===== config.mk =====
export PLATFORM = sky130hd
export DESIGN_NAME = euclidean_distance_accumulator_core
export DESIGN_NICKNAME = d
export VERILOG_FILES = /design/src/rtl/core/edac_pkg.sv /design/src/rtl/core/edac_ctrl.sv /design/src/rtl/core/edac_dp.sv /design/src/rtl/core/euclidean_distance_accumulator_core.sv
export SDC_FILE = /design/constraint.sdc
export NUM_CORES = 1
export LEC_CHECK = 0
export BUFFER_PORTS_ARGS = -buffer_cell sky130_fd_sc_hd__buf_2
export CAP_MARGIN = 20
export CORE_AREA = 2 2 202 204
export DETAILED_ROUTE_END_ITERATION = 8
export DIE_AREA = 0 0 204 206
export GPL_ROUTABILITY_DRIVEN = 0
export PLACE_DENSITY = 0.7
export SLEW_MARGIN = 10
export SYNTH_ARGS = -nofsm -noshare
export SYNTH_HDL_FRONTEND = slang
export SYNTH_HIERARCHICAL = 1
export SYNTH_SLANG_ARGS = --single-unit

===== constraint.sdc =====
create_clock -name clk_i -period 4.05 [get_ports clk_i]
set_input_delay 0.405 -clock clk_i [delete_from_list [all_inputs] [get_ports clk_i]]
set_output_delay 0.405 -clock clk_i [all_outputs]
set_load 0.03 [all_outputs]

===== src/rtl/core/edac_pkg.sv =====
`timescale 1ns / 1ps
`default_nettype none
// ----------------------------------------------------------------------------
// edac_pkg
// Shared constants and controller/datapath interface types for the
// Euclidean distance accumulator.
// ----------------------------------------------------------------------------
package edac_pkg;

  localparam int MAX_DIM_DEF   = 1024;
  localparam int ELEM_BITS_DEF = 16;

  // Running sum of squares and its saturation value.
  localparam int          SUM_W   = 44;
  localparam logic [SUM_W-1:0] SUM_MAX = {SUM_W{1'b1}};

  // The square root of a SUM_W-bit value has SUM_W/2 bits; the reported
  // distance is clamped to DIST_W bits.
  localparam int ROOT_W     = SUM_W / 2;
  localparam int DIST_W     = 21;
  localparam int OUT_DATA_W = ((DIST_W + 7) / 8) * 8;

  typedef struct packed {
    logic accept;     // input beat taken this cycle
    logic root_step;  // advance the square root by one result bit
    logic out_load;   // move the finished distance into the output register
  } edac_cmd_t;

  typedef struct packed {
    logic root_last;  // the square root is on its final step
  } edac_status_t;

endpackage
`default_nettype wire


===== src/rtl/core/edac_ctrl.sv =====
`timescale 1ns / 1ps
`default_nettype none
// ----------------------------------------------------------------------------
// edac_ctrl
// Controller: gates the input stream, sequences the bit-serial square root
// at the end of each vector and owns the output valid flag.
// ----------------------------------------------------------------------------
module edac_ctrl (
  input  wire logic                   clk_i,
  input  wire logic                   rst_ni,
  input  wire logic                   s_valid_i,
  input  wire logic                   s_last_i,
  output logic                        s_ready_o,
  output logic                        m_valid_o,
  input  wire logic                   m_ready_i,
  output edac_pkg::edac_cmd_t         cmd_o,
  input  wire edac_pkg::edac_status_t status_i
);
  import edac_pkg::*;

  typedef enum logic [1:0] {
    ST_ACC,
    ST_DRAIN,
    ST_ROOT,
    ST_FIN
  } state_e;

  state_e state_q;
  logic   m_valid_q;
  logic   out_free;

  assign out_free = !m_valid_q || m_ready_i;

  always_comb begin
    cmd_o           = '0;
    cmd_o.accept    = s_valid_i && (state_q == ST_ACC);
    cmd_o.root_step = (state_q == ST_ROOT);
    cmd_o.out_load  = (state_q == ST_FIN) && out_free;
  end

  assign s_ready_o = (state_q == ST_ACC);
  assign m_valid_o = m_valid_q;

  always_ff @(posedge clk_i or negedge rst_ni) begin
    if (!rst_ni) begin
      state_q   <= ST_ACC;
      m_valid_q <= 1'b0;
    end else begin
      unique case (state_q)
        ST_ACC: begin
          if (s_valid_i && s_last_i) begin
            state_q <= ST_DRAIN;
          end
        end
        // The last beat reaches the accumulator and is handed to the root unit.
        ST_DRAIN: begin
          state_q <= ST_ROOT;
        end
        ST_ROOT: begin
          if (status_i.root_last) begin
            state_q <= ST_FIN;
          end
        end
        ST_FIN: begin
          if (out_free) begin
            state_q <= ST_ACC;
          end
        end
        default: begin
          state_q <= ST_ACC;
        end
      endcase

      if (cmd_o.out_load) begin
        m_valid_q <= 1'b1;
      end else if (m_ready_i) begin
        m_valid_q <= 1'b0;
      end
    end
  end

`ifndef NO_ASSERTIONS
  a_last_stalls_input: assert property (@(posedge clk_i) disable iff (!rst_ni)
    (s_valid_i && s_ready_o && s_last_i) |=> !s_ready_o)
    else $error("input not stalled after last beat");

  a_load_shows_result: assert property (@(posedge clk_i) disable iff (!rst_ni)
    cmd_o.out_load |=> m_valid_o)
    else $error("loaded result not presented");

  a_fin_waits: assert property (@(posedge clk_i) disable iff (!rst_ni)
    (state_q == ST_FIN && m_valid_o && !m_ready_i) |=> (state_q == ST_FIN))
    else $error("result overwritten before it was taken");

  a_root_then_fin: assert property (@(posedge clk_i) disable iff (!rst_ni)
    (state_q == ST_ROOT && status_i.root_last) |=> (state_q == ST_FIN && !s_ready_o))
    else $error("square root sequence broken");
`endif

endmodule
`default_nettype wire


===== src/rtl/core/edac_dp.sv =====
`timescale 1ns / 1ps
`default_nettype none
// ----------------------------------------------------------------------------
// edac_dp
// Datapath: difference and square stage, saturating accumulator with element
// counter, bit-serial floor square root and the output register.
// ----------------------------------------------------------------------------
module edac_dp #(
  parameter int MAX_DIM   = edac_pkg::MAX_DIM_DEF,
  parameter int ELEM_BITS = edac_pkg::ELEM_BITS_DEF,
  parameter int IN_DATA_W = ((2 * edac_pkg::ELEM_BITS_DEF + 7) / 8) * 8
) (
  input  wire logic                              clk_i,
  input  wire logic                              rst_ni,
  input  wire edac_pkg::edac_cmd_t               cmd_i,
  output edac_pkg::edac_status_t                 status_o,
  input  wire logic [IN_DATA_W-1:0]              s_data_i,
  input  wire logic                              s_last_i,
  output logic [edac_pkg::OUT_DATA_W-1:0]        m_data_o,
  output logic                                   m_user_o
);
  import edac_pkg::*;

  localparam int DIFF_W = ELEM_BITS + 1;
  localparam int SQ_W   = 2 * DIFF_W;
  localparam int ACC_W  = ((SQ_W > SUM_W) ? SQ_W : SUM_W) + 1;
  localparam int CNT_W  = $clog2(MAX_DIM + 1);
  localparam int REM_W  = ROOT_W + 2;
  localparam int STEP_W = $clog2(ROOT_W);

  // Element stage: difference, magnitude and square of the incoming pair.
  logic signed [DIFF_W-1:0] a_ext, b_ext, diff;
  logic [DIFF_W-1:0]        mag;
  logic [SQ_W-1:0]          sq;
  logic                     cnt_full;

  logic [CNT_W-1:0] cnt_q, cnt_d;
  logic [SQ_W-1:0]  sq_q;
  logic             v1_q, last1_q, over1_q;

  assign a_ext    = DIFF_W'($signed(s_data_i[ELEM_BITS-1:0]));
  assign b_ext    = DIFF_W'($signed(s_data_i[2*ELEM_BITS-1:ELEM_BITS]));
  assign diff     = a_ext - b_ext;
  assign mag      = diff[DIFF_W-1] ? DIFF_W'(-diff) : DIFF_W'(diff);
  assign sq       = SQ_W'(mag) * SQ_W'(mag);
  assign cnt_full = (cnt_q == CNT_W'(MAX_DIM));

  always_comb begin
    cnt_d = cnt_q;
    if (s_last_i) begin
      cnt_d = '0;
    end else if (!cnt_full) begin
      cnt_d = cnt_q + CNT_W'(1);
    end
  end

  always_ff @(posedge clk_i or negedge rst_ni) begin
    if (!rst_ni) begin
      cnt_q <= '0;
      v1_q  <= 1'b0;
    end else begin
      v1_q <= cmd_i.accept;
      if (cmd_i.accept) begin
        cnt_q <= cnt_d;
      end
    end
  end

  always_ff @(posedge clk_i) begin
    if (cmd_i.accept) begin
      sq_q    <= sq;
      last1_q <= s_last_i;
      over1_q <= cnt_full;
    end
  end

  // Accumulate stage with saturation at the all-ones sum.
  logic [SUM_W-1:0] sum_q, sum_d;
  logic             sat_q, sat_d;
  logic [ACC_W-1:0] total;

  assign total = ACC_W'(sum_q) + ACC_W'(sq_q);

  always_comb begin
    sum_d = SUM_W'(total);
    sat_d = sat_q;
    if (over1_q || (total > ACC_W'(SUM_MAX))) begin
      sum_d = SUM_MAX;
      sat_d = 1'b1;
    end
  end

  // Square root unit: one result bit per step, two radicand bits consumed.
  logic [SUM_W-1:0]  rad_q;
  logic [REM_W-1:0]  rem_q;
  logic [ROOT_W-1:0] root_q;
  logic [STEP_W-1:0] step_q;
  logic              rsat_q;
  logic [REM_W+1:0]  rem_t, trial;
  logic              fits;

  assign rem_t = {rem_q, rad_q[SUM_W-1 -: 2]};
  assign trial = (REM_W + 2)'({root_q, 2'b01});
  assign fits  = (rem_t >= trial);

  always_ff @(posedge clk_i or negedge rst_ni) begin
    if (!rst_ni) begin
      sum_q  <= '0;
      sat_q  <= 1'b0;
      step_q <= '0;
    end else begin
      if (v1_q) begin
        if (last1_q) begin
          sum_q  <= '0;
          sat_q  <= 1'b0;
          step_q <= '0;
        end else begin
          sum_q <= sum_d;
          sat_q <= sat_d;
        end
      end else if (cmd_i.root_step) begin
        step_q <= step_q + STEP_W'(1);
      end
    end
  end

  always_ff @(posedge clk_i) begin
    if (v1_q && last1_q) begin
      rad_q  <= sum_d;
      rsat_q <= sat_d;
      rem_q  <= '0;
      root_q <= '0;
    end else if (cmd_i.root_step) begin
      rad_q  <= {rad_q[SUM_W-3:0], 2'b00};
      rem_q  <= fits ? REM_W'(rem_t - trial) : REM_W'(rem_t);
      root_q <= {root_q[ROOT_W-2:0], fits};
    end
  end

  assign status_o.root_last = (step_q == STEP_W'(ROOT_W - 1));

  // Output register, distance clamped to DIST_W bits.
  logic [DIST_W-1:0] dist_q;
  logic              ovf_q;

  always_ff @(posedge clk_i) begin
    if (cmd_i.out_load) begin
      dist_q <= (|root_q[ROOT_W-1:DIST_W]) ? {DIST_W{1'b1}} : root_q[DIST_W-1:0];
      ovf_q  <= rsat_q;
    end
  end

  assign m_data_o = OUT_DATA_W'(dist_q);
  assign m_user_o = ovf_q;

endmodule
`default_nettype wire


===== src/rtl/core/euclidean_distance_accumulator_core.sv =====
`timescale 1ns / 1ps
`default_nettype none
// ----------------------------------------------------------------------------
// euclidean_distance_accumulator_core
// Streaming L2 distance: sums squared element differences and emits the
// floor square root of the sum once the last beat of each vector is in.
// ----------------------------------------------------------------------------
// Element pairs are taken one beat per clock while a vector streams in. The
// beat marked tlast closes the vector: the input then stalls while a
// bit-serial square root produces one result bit per cycle, a 22-bit root
// for the 44-bit sum. The result sits in an output register, so the next
// vector streams in while it waits to be taken. A vector longer than
// MAX_DIM saturates the sum, reads as the clamped maximum distance and sets
// the overflow flag in tuser.
module euclidean_distance_accumulator_core #(
  parameter int MAX_DIM   = edac_pkg::MAX_DIM_DEF,
  parameter int ELEM_BITS = edac_pkg::ELEM_BITS_DEF,
  parameter int IN_DATA_W = ((2 * ELEM_BITS + 7) / 8) * 8
) (
  input  wire logic                           clk_i,
  input  wire logic                           rst_ni,
  input  wire logic                           s_axis_tvalid_i,
  output logic                                s_axis_tready_o,
  // a_elem [ELEM_BITS-1:0], b_elem [2*ELEM_BITS-1:ELEM_BITS], zero padded
  input  wire logic [IN_DATA_W-1:0]           s_axis_tdata_i,
  input  wire logic                           s_axis_tlast_i,
  output logic                                m_axis_tvalid_o,
  input  wire logic                           m_axis_tready_i,
  // distance [20:0], zero padded
  output logic [edac_pkg::OUT_DATA_W-1:0]     m_axis_tdata_o,
  // overflow [0]
  output logic                                m_axis_tuser_o
);
  import edac_pkg::*;

  edac_cmd_t    cmd;
  edac_status_t status;

  edac_ctrl u_ctrl (
    .clk_i     (clk_i),
    .rst_ni    (rst_ni),
    .s_valid_i (s_axis_tvalid_i),
    .s_last_i  (s_axis_tlast_i),
    .s_ready_o (s_axis_tready_o),
    .m_valid_o (m_axis_tvalid_o),
    .m_ready_i (m_axis_tready_i),
    .cmd_o     (cmd),
    .status_i  (status)
  );

  edac_dp #(
    .MAX_DIM   (MAX_DIM),
    .ELEM_BITS (ELEM_BITS),
    .IN_DATA_W (IN_DATA_W)
  ) u_dp (
    .clk_i    (clk_i),
    .rst_ni   (rst_ni),
    .cmd_i    (cmd),
    .status_o (status),
    .s_data_i (s_axis_tdata_i),
    .s_last_i (s_axis_tlast_i),
    .m_data_o (m_axis_tdata_o),
    .m_user_o (m_axis_tuser_o)
  );

endmodule
`default_nettype wire

## Word level (Yosys, flattened, before mapping)

Index checks and enable logic that the tools add are counted.

| word-level totals | value |
|---|---|
| bits in registers | 214 |
| latch bits | 0 |
| bits in writable memories | 0 |
| ROM bits | 0 |
| bits of input ports | 37 |
| output and inout bits | 27 |
| logic and storage cells | 68 |
| memories kept | 0 |

| cells by class | value |
|---|---|
| add/sub/neg operators | 6 |
| multiply operators | 1 |
| divide/modulo/power cells | 0 |
| order comparisons | 2 |
| equality and inequality tests | 10 |
| shift-type cells | 0 |
| muxes and demuxes | 19 |
| bitwise logic cells | 0 |
| reductions and logical operators | 14 |

Operators by type and width:

| cell | count |
|---|---|
| $mux W44 | 4 |
| $add A44 B34 Y45 | 1 |
| $gt A45 B44 Y1 const B | 1 |
| $mul A17 B17 Y34 | 1 |
| $ge A26 B24 Y1 | 1 |
| $mux W24 | 1 |
| $sub A24 B24 Y24 | 1 |
| $mux W11 | 2 |
| $mux W17 | 1 |
| $neg A17 Y17 | 1 |
| $sub A16 B16 Y17 | 1 |
| $mux W5 | 3 |
| $add A11 B1 Y11 const B | 1 |
| $eq A11 B11 Y1 const B | 1 |
| $pmux W2 S4 | 1 |
| $mux W2 | 3 |
| $ne A2 B1 Y1 const B | 3 |
| $reduce_bool A2 Y1 | 3 |
| $add A5 B1 Y5 const B | 1 |
| $eq A5 B5 Y1 const B | 1 |
| $eq A2 B2 Y1 const B | 2 |
| $logic_and A1 B1 Y1 | 4 |
| $mux W1 | 4 |
| $ne A2 B2 Y1 const B | 2 |
| 6 further kinds | 8 |

## Logic depth before layout (Yosys ltp)

Gate-level depths: netlist (run 1).

| depth | value |
|---|---|
| depth in word-level cells | 5 |
| depth in mapped cells | 36 |
| mapped depth without buffers | 35 |

## Modules after synthesis

The synthesis (run 1) kept the hierarchy.

Modules (own cells, without submodules):

| module | instances | cells each | area each (um2) | seq. area each (um2) |
|---|---|---|---|---|
| edac_dp | 1 | 2,333 | 21,146.5 | 5,535.3 |
| edac_ctrl | 1 | 18 | 200.2 | 75.1 |

## Least setup slack after synthesis (run 1)

Ideal clock, no wire load.

| path | value |
|---|---|
| kind | input to register |
| start | in s_axis_tdata_i[0] |
| end | reg u_dp.sq_q[32], data pin |
| setup time | 0.266 ns |
| arrival | 8.380 ns |
| required time | 3.784 ns |
| path slack | -4.595 ns |
| cell stages on the path | 31 |
| path buffers | 1 |
| cell sequence | inv_1 > ha_1 > fa_1 > nor2b_4 > o211ai_2 > a21boi_0 > a2bb2oi_1 > a2111oi_4 > or2_2 > xor2_2 > inv_1 > clkbuf_1 > nand2_1 > fa_1 > fa_1 > fa_1 > inv_1 > fa_1 > fa_1 > inv_1 > fa_1 > inv_1 > ha_1 > nand3_1 > a311o_1 > a31oi_1 > a311oi_1 > o311ai_0 > nand2_1 > a21boi_0 > xor2_1 |

| between the ends | value |
|---|---|
| cells in the longest elaborated chain, start to end | 4 |

RTL lines:

| what | RTL line | source |
|---|---|---|
| from (decl) | euclidean_distance_accumulator_core.sv:25 | `input wire logic [IN_DATA_W-1:0] s_axis_tdata_i,` |
| $sub A16 B16 Y17 (*) | edac_dp.sv:43 | `assign diff = a_ext - b_ext;` |
| $neg A17 Y17 | edac_dp.sv:44 | `assign mag = diff[DIFF_W-1] ? DIFF_W'(-diff) : DIFF_W'(diff);` |
| $mux W17 (*) | edac_dp.sv:44 |  |
| $mul A17 B17 Y34 (*) | edac_dp.sv:45 | `assign sq = SQ_W'(mag) * SQ_W'(mag);` |
| named net u_dp.sq[32] | edac_dp.sv:34 | `logic [SQ_W-1:0] sq;` |
| to (signal assigned) | edac_dp.sv:71 | `sq_q <= sq;` |
| to (decl) | edac_dp.sv:38 | `logic [SQ_W-1:0] sq_q;` |

The timed path passes the listed nets; every way through them passes the cells marked *.
A chain may end at the register's enable or synchronous reset.

## Worst setup path in the final report (run 1)

| path | value |
|---|---|
| start | in s_axis_tdata_i[19] |
| end | reg u_dp.sq_q[32], data pin |

The elaborated chain is that of the path after synthesis.

==> results of run 1 <==
## what timing repair did
item	in CTS	in global routing
endpoints found under the hold margin	0	0
resized for setup	210	119
pin swaps	125	124
endpoints found under the setup margin	30	30
buffers inserted	87	38
## synth_stat cells, types with 10 or more instances
master and count:
sky130_fd_sc_hd__a21oi_1 114, sky130_fd_sc_hd__or3_1 16, sky130_fd_sc_hd__xor2_1 37, sky130_fd_sc_hd__dfrtp_1 65, sky130_fd_sc_hd__a31oi_1 21, sky130_fd_sc_hd__o21a_1 28, sky130_fd_sc_hd__clkbuf_1 75, sky130_fd_sc_hd__inv_1 332
sky130_fd_sc_hd__and3_1 17, sky130_fd_sc_hd__dfxtp_1 46, sky130_fd_sc_hd__nor2b_1 13, sky130_fd_sc_hd__nand4_1 21, sky130_fd_sc_hd__o2bb2ai_1 33, sky130_fd_sc_hd__a21o_1 36, sky130_fd_sc_hd__nand2b_1 19, sky130_fd_sc_hd__xnor2_1 64
sky130_fd_sc_hd__o211ai_1 10, sky130_fd_sc_hd__and2_1 16, sky130_fd_sc_hd__nor3_1 59, sky130_fd_sc_hd__nor4_1 21, sky130_fd_sc_hd__nand3_1 26, sky130_fd_sc_hd__o21ai_0 131, sky130_fd_sc_hd__a211oi_1 21, sky130_fd_sc_hd__fa_1 193
sky130_fd_sc_hd__nor2_1 189, sky130_fd_sc_hd__ha_1 186, sky130_fd_sc_hd__edfxtp_1 102, sky130_fd_sc_hd__mux2i_1 42, sky130_fd_sc_hd__nand2_1 237
## through the flow
stage               instances  util (%)  hold WS, ns
floorplan                2364         -        0.109
global placement         3172      62.4        0.404
detailed placement       3172      62.4        0.447
CTS                      3289      67.6       0.0655
global route             3316      69.4        0.106
finish                   3316      69.4       0.0430
## placed cells by master, fill, tap and decap left out, types with 15 or more instances in the layout
cell / instances
sky130_fd_sc_hd__a211oi_1: 17
sky130_fd_sc_hd__a21o_1: 36
sky130_fd_sc_hd__a21oi_1: 93
sky130_fd_sc_hd__a21oi_2: 15
sky130_fd_sc_hd__a31oi_1: 17
sky130_fd_sc_hd__buf_2: 55
sky130_fd_sc_hd__buf_4: 343
sky130_fd_sc_hd__buf_6: 57
sky130_fd_sc_hd__clkbuf_16: 22
sky130_fd_sc_hd__conb_1: 15
sky130_fd_sc_hd__dfrtp_1: 65
sky130_fd_sc_hd__dfxtp_1: 46
sky130_fd_sc_hd__edfxtp_1: 102
sky130_fd_sc_hd__fa_1: 164
sky130_fd_sc_hd__fa_2: 29
sky130_fd_sc_hd__ha_1: 147
sky130_fd_sc_hd__ha_4: 36
sky130_fd_sc_hd__inv_1: 270
sky130_fd_sc_hd__inv_2: 60
sky130_fd_sc_hd__mux2i_1: 42
sky130_fd_sc_hd__nand2_1: 203
sky130_fd_sc_hd__nand2_2: 24
sky130_fd_sc_hd__nand2b_1: 16
sky130_fd_sc_hd__nand3_1: 21
sky130_fd_sc_hd__nand4_1: 21
sky130_fd_sc_hd__nor2_1: 162
sky130_fd_sc_hd__nor3_1: 54
sky130_fd_sc_hd__nor4_1: 18
sky130_fd_sc_hd__o21a_1: 28
sky130_fd_sc_hd__o21ai_0: 110
sky130_fd_sc_hd__o2bb2ai_1: 31
sky130_fd_sc_hd__or3_1: 15
sky130_fd_sc_hd__xnor2_1: 54
sky130_fd_sc_hd__xor2_1: 31
## kinds of logic after synthesis
family                     after synthesis  synth area share, %
DFF                                    213                 26.3
and+or+nand+nor                        672                 14.7
buffers and inverters                  432                 7.73
AOI/OAI and AO/OA                      503                 15.7
muxes                                   47                 2.23
xor gates and xnor gates               103                 4.33
other                                    2               0.0352
adders and majority gates              379                 29.0
## worst paths after layout
kind | start | endpoint | slack, ns | cells after the start
min reg2reg | u_dp/rsat_q | u_dp/m_user_o | 0.46 | 0
max in group asynchronous | rst_ni | u_dp/sum_q[0] | 3.02 | 2
max | s_axis_tdata_i[19] | u_dp/sq_q[32] | -3.74 | 32
max reg2reg | u_dp/sum_q[17] | u_dp/rad_q[34] | 0.28 | 11
min in group clk_i | m_axis_tready_i | u_ctrl/m_valid_o | 0.16 | 3
min | rst_ni | u_dp/sum_q[40] | 0.04 | 1
## sequential cells by signal, summed over array words and instances, names as in the netlist
name              cells
u_dp/rem_q           24
u_dp/m_user_o         1
u_dp/step_q           5
u_dp/last1_q          1
u_dp/root_q          22
u_dp/dist_q          21
u_dp/sq_q            33
u_dp/rsat_q           1
u_dp/sum_q           44
u_dp/over1_q          1
u_dp/cnt_q           11
u_dp/rad_q           44
u_ctrl/state_q        2
u_dp/v1_q             1
u_dp/sat_q            1
u_ctrl/m_valid_o      1
## metal layers
metal	GRT usage, %	part of all wire, %	vias up
li1	-	-	8835
met1	33.1	42	9154
met2	47.4	50	526
met3	2.18	4.9	120
met4	7.07	2.6	0
met5	0	0	-
## cell type report
type	instances	area, um^2	area share (%)
tap	532	666	2.39
sequential	213	5610	20.1
clock inverter	15	105	0.377
inverter	340	1300	4.68
multi-input combinational	1719	15800	56.7
clock buffer	25	572	2.05
timing repair buffer	472	3800	13.6
==> flow_results.org, run 1 <==
** Outcome
- Status :: finished, violations left
- The checks that failed: negative setup slack.

** STA
- For the pin with the worst max-slew slack, the measured transition is 1.05 ns.
- Setup WS post-layout :: -3.74 ns
- For the final routed database, the setup TNS stands at -88.20 ns.
- Subtracting the final worst setup slack from the clock period gives 7.79 ns.
- Fin. Hold Viols :: 0
- On the final layout, the worst clock skew is slightly below 0.03 ns.
- Setup repair after global routing could not meet its margin everywhere.
- Timing would allow up to ~130 MHz.
- Rel. slew slack :: a little under a third
- Setup violations remaining at the end of the flow were counted as 30.
- In the finished design, the share of the clock period the worst path needs comes to 192%.
- Number of pins with negative max-slew slack in the final report :: 0

** Global route
- GRT Resource Usage Total :: 26.0%
- The first global-routing pass estimated a little over 90000 um of wire.
- Antenna violations before repair :: 0
- Largest net degree at the start of global routing :: 74
- The total overflow left after global routing is 0.
- Via count of the first global-routing pass :: between 15000 and 20000

** Worst setup path
- In this design, the critical path's most frequently occurring cell is sky130_fd_sc_hd__fa_1.
- The critical path is of the primary input to flip-flop type.
- Data arrival time of the critical path :: 8.07 ns
- Max FO, Critical Path :: 5
- Number of buffers and inverters on the critical path :: 8
- STA puts the critical path data required time at 4.33 ns.
- Cell type group with the largest total delay on the critical path :: adder cells
- Maximum single-stage delay on the critical path :: between 0.5 and 0.6 ns
- STA classifies the critical path endpoint as a flip-flop.
- Category of the worst setup path launch point :: primary input
- On the critical path, the stage with the largest delay is an instance of sky130_fd_sc_hd__fa_2.

** Place
- Once detailed placement completed, the half-perimeter wirelength came to 40700 um.
- Placed inst area :: approximately 25000 um^2
- Number of buffers added on ports :: 60
- Prior to clock tree synthesis, the placed netlist has a worst setup slack of -4.48 ns.

** Route
- Mean number of vias per cell :: about 5.6
- Routed vias :: 18600
- Wires add up to 55400 um.
- The first detailed-routing pass took 5 iterations.
- The first routing iteration left 1250 violations.
- In the routed design, unresolved DRC markers number 0.
- Once detail routing completed, the nets flagged for antenna violations numbered 0.
- Detail-routed net length per standard cell :: around 17 um

** Yosys
- FFs w/ async S/R, synth :: 30.5%
- The synthesized design devotes to its leading area cell type between 10% and 20% of total area.
- The average instance in the mapped netlist occupies 9.08 um^2.
- The synthesized design contains 213 register bits.
- Yosys synthesis warning count :: 6
- EDFF count, synth :: 102
- For this run, the leading register cell type out of synthesis is sky130_fd_sc_hd__edfxtp_1.
- Main area contributors after synthesis :: sky130_fd_sc_hd__fa_1 (18%), sky130_fd_sc_hd__edfxtp_1 (14%), sky130_fd_sc_hd__ha_1 (11%), sky130_fd_sc_hd__dfrtp_1 (7.6%), sky130_fd_sc_hd__inv_1 (5.8%)
- The cell count after synthesis came out at 2351.
- Of all cell types, the one taking the most synthesized area is sky130_fd_sc_hd__fa_1.
- Number of library cell types mapped by synthesis :: slightly above 90
- The synthesized netlist occupies a cell area of roughly 21000 um^2.
- After synthesis, flip-flops and latches occupy a little over a quarter of the total area.

** Clocking
- Clock input transition at the sequential cells of the worst setup and hold paths :: 0.06 ns
- Number of CTS-inserted buffers :: 22
- CTS built an H-tree with a depth of 1.
- TritonCTS built the clock tree.
- Clock tree root buffer cell :: sky130_fd_sc_hd__clkbuf_16
- Number of buffers on the longest clock path :: 3
- Post-CTS Hold Buffers :: 0
- Clock Latency Late Sink :: 0.53 ns
- Clk sinks :: 213

** Hold path
- The tightest min-delay check is of the primary input to async pin type.

** Finish
- The net count of the finished layout is roughly 3200.
- The filler cells instantiated in the layout total between 2000 and 3000.
- Fraction of final layout cells with drive strength greater than 1 :: between 30% and 40%
- Post-route cell area :: roughly 28000 um^2
- Synth-to-layout area growth :: 30.5%
- Number of antenna repair diodes :: 0

** Die
- Die height :: approximately 210 um
- I/O Pins :: 64
- Initial core utilization :: a little over half
- The die covers about 42000 um^2.
- The floorplan has between 70 and 80 rows.
- Core outline area :: between 40000 and 50000 um^2
- Die width :: approximately 200 um

** Job
- The tool flagged a number of max-cap violations equal to 0.
Power of run 1 is not shown: default switching activity piles up to over one toggle a cycle in this logic, so the estimate is an artifact.
==> run 2, diff against run 1 <==
--- a/config.mk
+++ b/config.mk
@@ -7,11 +7,10 @@
 export LEC_CHECK = 0
 export BUFFER_PORTS_ARGS = -buffer_cell sky130_fd_sc_hd__buf_2
 export CAP_MARGIN = 20
-export CORE_AREA = 2 2 202 204
+export CORE_AREA = 2 2 235 237
 export DETAILED_ROUTE_END_ITERATION = 8
-export DIE_AREA = 0 0 204 206
+export DIE_AREA = 0 0 237 239
 export GPL_ROUTABILITY_DRIVEN = 0
-export PLACE_DENSITY = 0.7
 export SLEW_MARGIN = 10
 export SYNTH_ARGS = -nofsm -noshare
 export SYNTH_HDL_FRONTEND = slang
==> run 2 against run 1 <==
The flow still finishes with violations (negative setup slack). Global-route usage down 6.7 points. First-iteration DRC count down 28%. Critical path depth up 2. Via count down 3.0%. Critical path type unchanged. Largest cell class unchanged.
==> flow_results.org, run 2 (synthesized netlist as in run 1, its figures left out) <==
** Route
- The detailed-route wire length per cell is 15.6 um (-6.7%).
- The routed via count divided by cell count was 5.19 (-7.6%).
- Routed vias :: 18100 (-3.0%)
- The remaining antenna violation count after routing is 0 (unchanged).
- The violation count after the first detailed-routing iteration was 903 (-28%).
- The first-pass iteration count of the detailed router came to 8 (+3).
- DRC violation count after routing :: 0 (unchanged)
- The total wire length is 54300 um (-2.1%).

** Finish
- The largest registers in the layout are u_dp/rad_q: 44 flops, u_dp/sum_q: 44 flops, u_dp/sq_q: 33 flops.
- Relative to the synthesized area, the layout overhead comes to 31.7%.
- In the layout the commonest cells are sky130_fd_sc_hd__buf_4 (330), sky130_fd_sc_hd__inv_1 (279), sky130_fd_sc_hd__nand2_1 (208), sky130_fd_sc_hd__fa_1 (177), sky130_fd_sc_hd__nor2_1 (152).
- Number of nets in the layout :: 3174 (-0.31%)
- FILL cells :: 4834 (+66%)
- The layout cell share with drive strength beyond 1 came to 29.3% (-0.89 points).
- The diode insertion count for antenna repair was 0 (unchanged).
- Most common library cell in the layout ignoring fill and taps :: sky130_fd_sc_hd__buf_4

** Die
- The effective utilization at floorplan was 39.3% (-14 points).
- Core outline area :: 54300 um^2 (+35%)
- Die width :: 237 um (+16%)
- I/O Pins :: 64 (unchanged)
- Row count :: 86 (+16%)
- Die height :: 239 um (+16%)
- The die area is 56600 um^2 (+35%).

** Hold path
- Min-Delay Path Depth :: 3
- Class of the tightest hold or removal check :: primary input to flip-flop

** Worst setup path
- Critical path endpoint category :: flip-flop
- FF-to-FF path depth :: 11 (unchanged)
- The maximum single-stage delay on the critical path was 0.55 ns (-0.04 ns).
- Worst path required time :: 4.35 ns (+0.02 ns)
- The arrival time of the worst setup path came to 7.80 ns (-0.27 ns).
- The critical path is of the primary input to flip-flop type.
- Top cell by count, worst path :: sky130_fd_sc_hd__fa_1
- The largest individual stage delay along the critical path comes from the cell sky130_fd_sc_hd__fa_2.
- The largest fanout on the critical path was 7 (+2).
- Category of the worst setup path launch point :: primary input

** Clocking
- Level count of the clock H-tree :: 1 (unchanged)
- The worst-case clock buffer depth came to 3 (unchanged).
- TritonCTS built the clock tree.
- Clock input transition at the sequential cells of the worst setup and hold paths :: 0.06 ns (about the same)
- Clk sinks :: 213 (unchanged)
- The number of buffers inserted during clock tree synthesis was 24 (+9.1%).
- The clock network latency to the later pin of the worst-skew pair was 0.55 ns (+0.02 ns).
- The tree is rooted in a sky130_fd_sc_hd__clkbuf_16.

** Place
- The half-perimeter wire length after placement is 41000 um (+0.95%).
- Place WS :: -4.34 ns (+0.137 ns)
- The number of buffers inserted by port buffering came to 60 (unchanged).

** Outcome
- The checks that failed: negative setup slack.
- Status :: finished, violations left

** STA
- Worst setup skew after layout :: 0.0390 ns (+0.00932 ns)
- The relative slew slack was 27.3% (-3.0 points).
- Setup repair after global routing missed its margin :: true
- The post-layout minimum cycle time was 7.50 ns (-0.286 ns).
- The worst setup margin was -3.45 ns (+0.286 ns).
- Portion of the clock cycle consumed by the worst path in the final layout :: 185% (-7.1 points)
- The count of pins over their slew limit was 0 (unchanged).
- Worst slew pin tran :: 1.09 ns (+0.0453 ns)
- The maximum clock frequency was 133 MHz (+3.8%).
- Fin. Hold Viols :: 0 (unchanged)
- Number of endpoints failing setup at the final stage :: 29 (-3.3%)

** Global route
- The global-route wire length before repair was 91900 um (+1.4%).
- Overall overflow remaining after global route :: 0 (unchanged)
- Via count of the first global-routing pass :: 19100 (-0.14%)
- GRT Resource Usage Total :: 19.3% (-6.7 points)
- The maximum number of pins on one net before global-route repair is 74 (unchanged).
- Antenna violations before repair :: 0 (unchanged)

** Job
- Max-Cap Viols :: 0 (unchanged)
[run 2: path summary, 6_finish.rpt]
path / from / end / slack (ns)
hold reg to reg: u_dp/rsat_q / u_dp/m_user_o / 0.42
hold / removal: m_axis_tready_i / u_ctrl/m_valid_o / 0.14
setup reg to reg: u_dp/sq_q[7] / u_dp/rad_q[14] / 0.33
min in group asynchronous: rst_ni / u_ctrl/m_valid_o / 0.52
setup / recovery: s_axis_tdata_i[0] / u_dp/sq_q[30] / -3.45
max in group asynchronous: rst_ni / u_dp/sum_q[9] / 2.54
[run 2: cell type report]
class | instances | area, um^2 | area share (%)
multi-input combinational | 1719 | 15800 | 56.4
sequential | 213 | 5610 | 20.0
timing repair buffer | 460 | 3690 | 13.1
inverter | 340 | 1300 | 4.64
tap | 704 | 881 | 3.13
clock buffer | 40 | 732 | 2.60
clock inverter | 4 | 56.3 | 0.200
[run 2: critical path, delay by kind of cell]
kind / cells / cell delay [ns]
adders and majority gates: 9 / 3.87
AOI/OAI and AO/OA: 11 / 2.09
buffers and inverters: 9 / 0.77
and+or+nand+nor: 3 / 0.35
xor gates and xnor gates: 2 / 0.31
[run 2: timing repair]
action,4_1_cts,5_1_grt
endpoints found under the setup margin,30,30
endpoints found under the hold margin,34,0
hold buffers,1,0
pin swaps,136,86
setup buffers,55,29
gates cloned,2,1
resized for setup,186,132
[run 2: metal layers]
metal / wire length, um / vias to the layer above / global-route usage, %
met2: 26700 / 389 / 34.7
met4: 1060 / 0 / 4.70
li1: - / 8807 / -
met3: 2310 / 73 / 1.99
met1: 24200 / 8802 / 24.9
met5: 0 / - / 0
[run 2: through the flow]
step                utilization [%]  instances  hold slack [ns]  area (um^2)  setup TNS [ns]
finish                         51.7       3480            0.137        28100          -82.83
global route                   51.7       3480            0.143        28100          -89.64
CTS                            50.4       3455            0.115        27400          -83.90
detailed placement             46.7       3356            0.410        25400         -106.11
global placement               46.7       3356            0.411        25400         -102.77
floorplan                         -       2364            0.109        22200          -86.84
Power of run 2 is left out for the same reason.
